File: src/rtl/core/pscm_pkg.sv
`timescale 1ns / 1ps
// ----------------------------------------------------------------------------
// pscm_pkg
// Shared types and constants of the polyline segment clip and map core.
// ----------------------------------------------------------------------------
package pscm_pkg;

  localparam int CoordW    = 32;
  localparam int PixW      = 16;
  localparam int PixOffW   = 12;
  localparam int CfgIdxW   = 3;

  // configuration register indexes
  localparam logic [CfgIdxW-1:0] CFG_WIN_X_MIN  = 3'd0;
  localparam logic [CfgIdxW-1:0] CFG_WIN_X_MAX  = 3'd1;
  localparam logic [CfgIdxW-1:0] CFG_WIN_Y_MIN  = 3'd2;
  localparam logic [CfgIdxW-1:0] CFG_WIN_Y_MAX  = 3'd3;
  localparam logic [CfgIdxW-1:0] CFG_SCALE_X    = 3'd4;
  localparam logic [CfgIdxW-1:0] CFG_SCALE_Y    = 3'd5;
  localparam logic [CfgIdxW-1:0] CFG_PIX_LEFT   = 3'd6;
  localparam logic [CfgIdxW-1:0] CFG_PIX_BOTTOM = 3'd7;

  // one segment; a is the coordinate under test in a pass, b the other one
  typedef struct packed {
    logic signed [CoordW-1:0] a1;
    logic signed [CoordW-1:0] b1;
    logic signed [CoordW-1:0] a2;
    logic signed [CoordW-1:0] b2;
  } pscm_seg_t;

  // pipeline control shared between stage groups
  typedef struct packed {
    logic en;
    logic valid;
  } pscm_ctl_t;

endpackage

File: src/rtl/core/pscm_map.sv
`timescale 1ns / 1ps
// ----------------------------------------------------------------------------
// pscm_map
// Maps one world coordinate to a saturated pixel coordinate in three stages:
// offset and magnitude, 32x32 product, scale-down with offset and saturation.
// ----------------------------------------------------------------------------
module pscm_map (
  input  logic                        clk,
  input  logic                        en,
  input  logic signed [31:0]          coord,
  input  logic signed [31:0]          edge_lvl,
  input  logic [31:0]                 scale,
  input  logic [11:0]                 pix_off,
  input  logic                        is_row,
  output logic signed [15:0]          pix
);
  import pscm_pkg::*;

  logic signed [32:0] diff_w;
  assign diff_w = {coord[31], coord} - {edge_lvl[31], edge_lvl};

  // |coord - edge| never exceeds 2^32 - 1, so the magnitude fits 32 bits
  logic        neg0_r;
  logic [31:0] mag0_r;
  logic        neg1_r;
  logic [63:0] prod1_r;

  always_ff @(posedge clk) begin
    if (en) begin
      neg0_r  <= diff_w[32];
      mag0_r  <= diff_w[32] ? 32'(-diff_w) : diff_w[31:0];
      neg1_r  <= neg0_r;
      prod1_r <= mag0_r * scale;
    end
  end

  // a row or a negative offset, but not both, turns the add into a subtract
  logic               sub_w;
  logic signed [35:0] val_w;
  logic signed [15:0] sat_w;

  always_comb begin
    sub_w = is_row ^ neg1_r;
    if (sub_w) begin
      val_w = $signed({24'd0, pix_off}) - $signed({4'd0, prod1_r[63:32]});
    end else begin
      val_w = $signed({24'd0, pix_off}) + $signed({4'd0, prod1_r[63:32]});
    end
    if (val_w > 36'sd32767) begin
      sat_w = 16'sh7FFF;
    end else if (val_w < -36'sd32768) begin
      sat_w = -16'sh8000;
    end else begin
      sat_w = val_w[15:0];
    end
  end

  always_ff @(posedge clk) begin
    if (en) begin
      pix <= sat_w;
    end
  end

endmodule
File: config.mk
export PLATFORM = sky130hd
export DESIGN_NAME = pscm_map
export DESIGN_NICKNAME = d
export VERILOG_FILES = /design/src/rtl/core/pscm_pkg.sv /design/src/rtl/core/pscm_map.sv
export SDC_FILE = /design/constraint.sdc
export NUM_CORES = 2
export LEC_CHECK = 0
export BUFFER_PORTS_ARGS = -buffer_cell sky130_fd_sc_hd__buf_2
export CAP_MARGIN = 20
export CORE_UTILIZATION = 60
export CTS_BUF_LIST = sky130_fd_sc_hd__clkbuf_16
export DETAILED_ROUTE_END_ITERATION = 7
export PLACE_DENSITY = 0.92
export SLEW_MARGIN = 20
export SYNTH_ARGS = -nofsm -noshare
export SYNTH_HDL_FRONTEND = slang
export SYNTH_SLANG_ARGS = --single-unit
File: constraint.sdc
create_clock -name clk -period 7.1 [get_ports clk]
set_clock_uncertainty 0.2 [all_clocks]
set_input_delay 0.355 -clock clk [delete_from_list [all_inputs] [get_ports clk]]
set_output_delay 0.355 -clock clk [all_outputs]
set_load 0.005 [all_outputs]
After elaboration in Yosys (flattened, before gate mapping). Index checks and enable logic that the tools add are counted.

Register bits after elaboration: 114. Input bits: 111. Output and inout port bits: 16. Word-level logic and storage cells: 16.

$add $sub $neg: 4. $mul: 1. Order comparisons: 2. Mux-type cells: 3. Bitwise operators: 1.

Operators with widths (number): $mul A32 B32 Y64 (1); $gt A36 B16 Y1 const B (1); $lt A36 B16 Y1 const B (1); $mux W36 (1); $add A12 B32 Y33 (1); $sub A12 B32 Y33 (1); $sub A32 B32 Y33 (1); $mux W32 (1); $neg A32 Y32 (1); $mux W16 (1); $xor A1 B1 Y1 (1).

Longest topological paths before layout.
Depth after elaboration: 4. Depth in mapped cells: 30. Depth with buffers taken out: 29.

Worst setup path before layout. No wires, ideal clock.

Path kind: flip-flop to flip-flop. Start: reg mag0_r[13]. End: reg prod1_r[63] (data pin). Setup time: 0.265 ns. Arrival time: 7.179 ns. Slack: -0.545 ns. Stages on the path, launching flop included: 29. Path buffers: 1. Clock period less this slack: 7.645 ns. Path through: edfxtp_1 -> clkbuf_1 -> and2_1 -> fa_1 -> fa_1 -> fa_1 -> inv_1 -> fa_1 -> inv_1 -> fa_1 -> inv_1 -> fa_1 -> inv_1 -> fa_1 -> inv_1 -> fa_1 -> inv_1 -> ha_1 -> nand2_1 -> nor2_1 -> and3_1 -> o21ai_0 -> o311ai_0 -> nand2_1 -> o221ai_1 -> a21oi_1 -> o21ai_0 -> a221oi_1 -> xnor2_1.

Word-level cells in the longest chain between the ends: 1.

RTL lines: start: declaration (RTL line pscm_map.sv:24) `logic [31:0] mag0_r;`; start signal: assignment (RTL line pscm_map.sv:31) `mag0_r <= diff_w[32] ? 32'(-diff_w) : diff_w[31:0];`; $mul A32 B32 Y64 (RTL line pscm_map.sv:33) `prod1_r <= mag0_r * scale;`; end signal: assignment (RTL line pscm_map.sv:33); end: declaration (RTL line pscm_map.sv:26) `logic [63:0] prod1_r;`.

Every way passes these cells. A chain may end at the register's enable or synchronous reset.

Worst setup path after layout.
Start: reg mag0_r[9]. End: reg prod1_r[57] (data pin).

Same word-level chain as after synthesis.

==> flow_metrics.env <==
export IMPL_failed_checks="design-rule violations, negative setup slack"
export IMPL_fin_nets=5843
export IMPL_final_util_pct=68.8
export IMPL_hold_viol=0
export IMPL_mostFrequentLayoutCells="917 x inv_1, 866 x fa_1, 587 x and2_1"
export IMPL_detail_route_vias_per_cell=6.16
export IMPL_ff2ff_path_depth=24
export IMPL_rows=93
export IMPL_timing_fmax_ghz=0.122
export IMPL_async_flop_share_pct=0
export IMPL_die_h_um=258
export IMPL_clk_pin_slew_worst_paths_ps=70
export IMPL_final_common_cell="inv_1"
export IMPL_clock_latency_ps=380
export IMPL_grt_pass1_wl_um=191000
export IMPL_path_class="register to register"
export IMPL_antenna_found_initial=9
export IMPL_cts_root_buf="clkbuf_16"
export IMPL_track_usage_pct=37.3
export IMPL_dr_total_vias=33200
export IMPL_syn_nets=5612
export IMPL_cap_violations=0
export IMPL_synth_cell_type_count=82
export IMPL_slew_viol_final=0
export IMPL_setup_tns_final_ps=-24900
export IMPL_dieWidth_um=258
export IMPL_synth_area_mm2=0.0393
export IMPL_synth_edff_count=82
export IMPL_fin_crit_ps=8200
export IMPL_status="finished with violations"
export IMPL_hpwlAfterDp_um=95000
export IMPL_fin_ws_ps=-1100
export IMPL_synth_warnings=0
export IMPL_cts_tree="yes"
export IMPL_first_pass_iters=8
export IMPL_min_path_cells=1
export IMPL_drive_gt1_share_pct=14.5
export IMPL_ys_ff_latch=82
export IMPL_placed_area_mm2=0.0429
export IMPL_grt_pass1_vias=37100
export IMPL_drt_iter0_drc=3706
export IMPL_core_area_mm2=0.0646
export IMPL_dieArea_mm2=0.0666
export IMPL_setup_violations=32
export IMPL_fill_cells=4145
export IMPL_drc=3
export IMPL_ys_seq_area_share_pct=6.26
export IMPL_syn_area_per_cell_um2=9.18
export IMPL_cts_htree_levels=3
export IMPL_wl_per_cell_um=23.1
export IMPL_worstMarginPinSlew_ps=930
export IMPL_end_kind="register"
export IMPL_finalCritPeriodShare_pct=115
export IMPL_worstPathRequired_ps=7030
export IMPL_io_pins=127
export IMPL_io_buffers=126
export IMPL_maxSlewHeadroom_pct=38.0
export IMPL_globalRoute_totalOverflow=0
export IMPL_synth_main_ff_cell="edfxtp_1"
export IMPL_finalWeightedCongestion=0.962
export IMPL_cts_sinks=82
export IMPL_cp_start_kind="register"
export IMPL_grt_max_degree=65
export IMPL_arrival_ps=8130
export IMPL_place_ws_ps=-957
export IMPL_hold_path_class="input pin to register"
export IMPL_path_max_fanout=5
export IMPL_start_util_pct=60.9
export IMPL_routed_wirelength_um=125000
export IMPL_cts_buffers_inserted=9
export IMPL_cts_path_max_buffers=2
export IMPL_area_growth_pct=13.0
export IMPL_ant_nets=0
export IMPL_rsz0062_at_grt="yes"
export IMPL_final_cell_area_mm2=0.0444
export IMPL_synthCells=4286
==> registers in the layout, indices dropped and copies added (netlist names) <==
name / cells
mag0_r: 32
neg0_r: 1
neg1_r: 1
pix: 16
prod1_r: 32
==> timing repair <==
item	in CTS	in global routing
cloned	2	0
resized for setup	118	89
pin swaps	55	45
setup endpoints to repair	32	32
hold buffers	0	0
buffers inserted	21	16
==> layer usage <==
layer | wire, µm | share of wire [%] | vias to the layer above | track usage, %
li1 | - | - | 13400 | -
met1 | 38600 | 31 | 16100 | 39.4
met2 | 59500 | 48 | 2585 | 62.0
met3 | 13700 | 11 | 1094 | 10.5
met4 | 12800 | 10 | 4 | 31.2
met5 | 28 | 0.022 | - | 0
==> synthesized netlist by cell type (all sizes together) (19+ instances only) <==
master	count	share of area, %
clkbuf	213	2.0
a21oi	101	1.3
nand2	498	4.8
xor2	31	0.69
ha	317	10
and2	602	9.6
edfxtp	82	6.3
fa	898	46
nand3	27	0.34
nor2	67	0.65
o21ai	78	1.1
inv	934	8.9
a21o	46	0.88
xnor2	91	2.0
nor3	27	0.37
nand4	22	0.35
a31oi	19	0.30
o21a	23	0.44
==> final timing paths <==
kind	endpoint	slack, ps	start
hold reg to reg	neg1_r	520	neg0_r
setup reg to reg	prod1_r[57]	-1100	mag0_r[9]
setup / recovery	prod1_r[57]	-1100	mag0_r[9]
hold / removal	pix[9]	190	en
==> critical path, stage by stage (launching register included) <==
cell      delay [ps]
edfxtp_1         530
buf_6            210
and2_1           180
fa_1             540
fa_2             490
fa_1             510
inv_1             60
fa_1             540
inv_1             60
fa_1             530
fa_1             440
fa_1             590
fa_1             580
ha_1             310
buf_4            150
a21o_1           170
a21oi_2          200
o21ai_2          100
a221oi_2         290
o211ai_1         220
a221o_1          420
a21oi_2          170
o21a_1           170
o21ai_1          100
xor2_1           160
==> stage by stage <==
| stage | std cells | hold slack [ps] |
|---|---|---|
| global placement | 5324 | 461 |
| finish | 5384 | 186 |
| detailed placement | 5324 | 465 |
| floorplan | 4286 | 200 |
| CTS | 5361 | 186 |
| global route | 5381 | 202 |
==> final cells by class <==
| type | count | area, µm² | share of cell area, % |
|---|---|---|---|
| repair buffers | 445 | 3710 | 8.34 |
| clock inverters | 6 | 42.5 | 0.0957 |
| multi-input cells | 3045 | 33400 | 75.2 |
| well taps | 855 | 1070 | 2.41 |
| flip-flops and latches | 82 | 2460 | 5.54 |
| diodes | 8 | 20.0 | 0.0451 |
| inverters | 934 | 3510 | 7.89 |
| clock buffers | 9 | 225 | 0.507 |
==> cell families after synthesis <==
kind of cell,Yosys count,share of synthesized area (%)
AO/OA/AOI/OAI,381,6.49
XOR/XNOR,122,2.72
adder cells (fa/ha/maj),1215,55.8
buffers and inverters,1159,11.1
flip-flops,82,6.26
multiplexers,5,0.127
AND/OR/NAND/NOR,1322,17.5
Power is left out: the tool's default activity adds up to more than one toggle a clock period on the data nets, which glitch-free logic cannot reach.
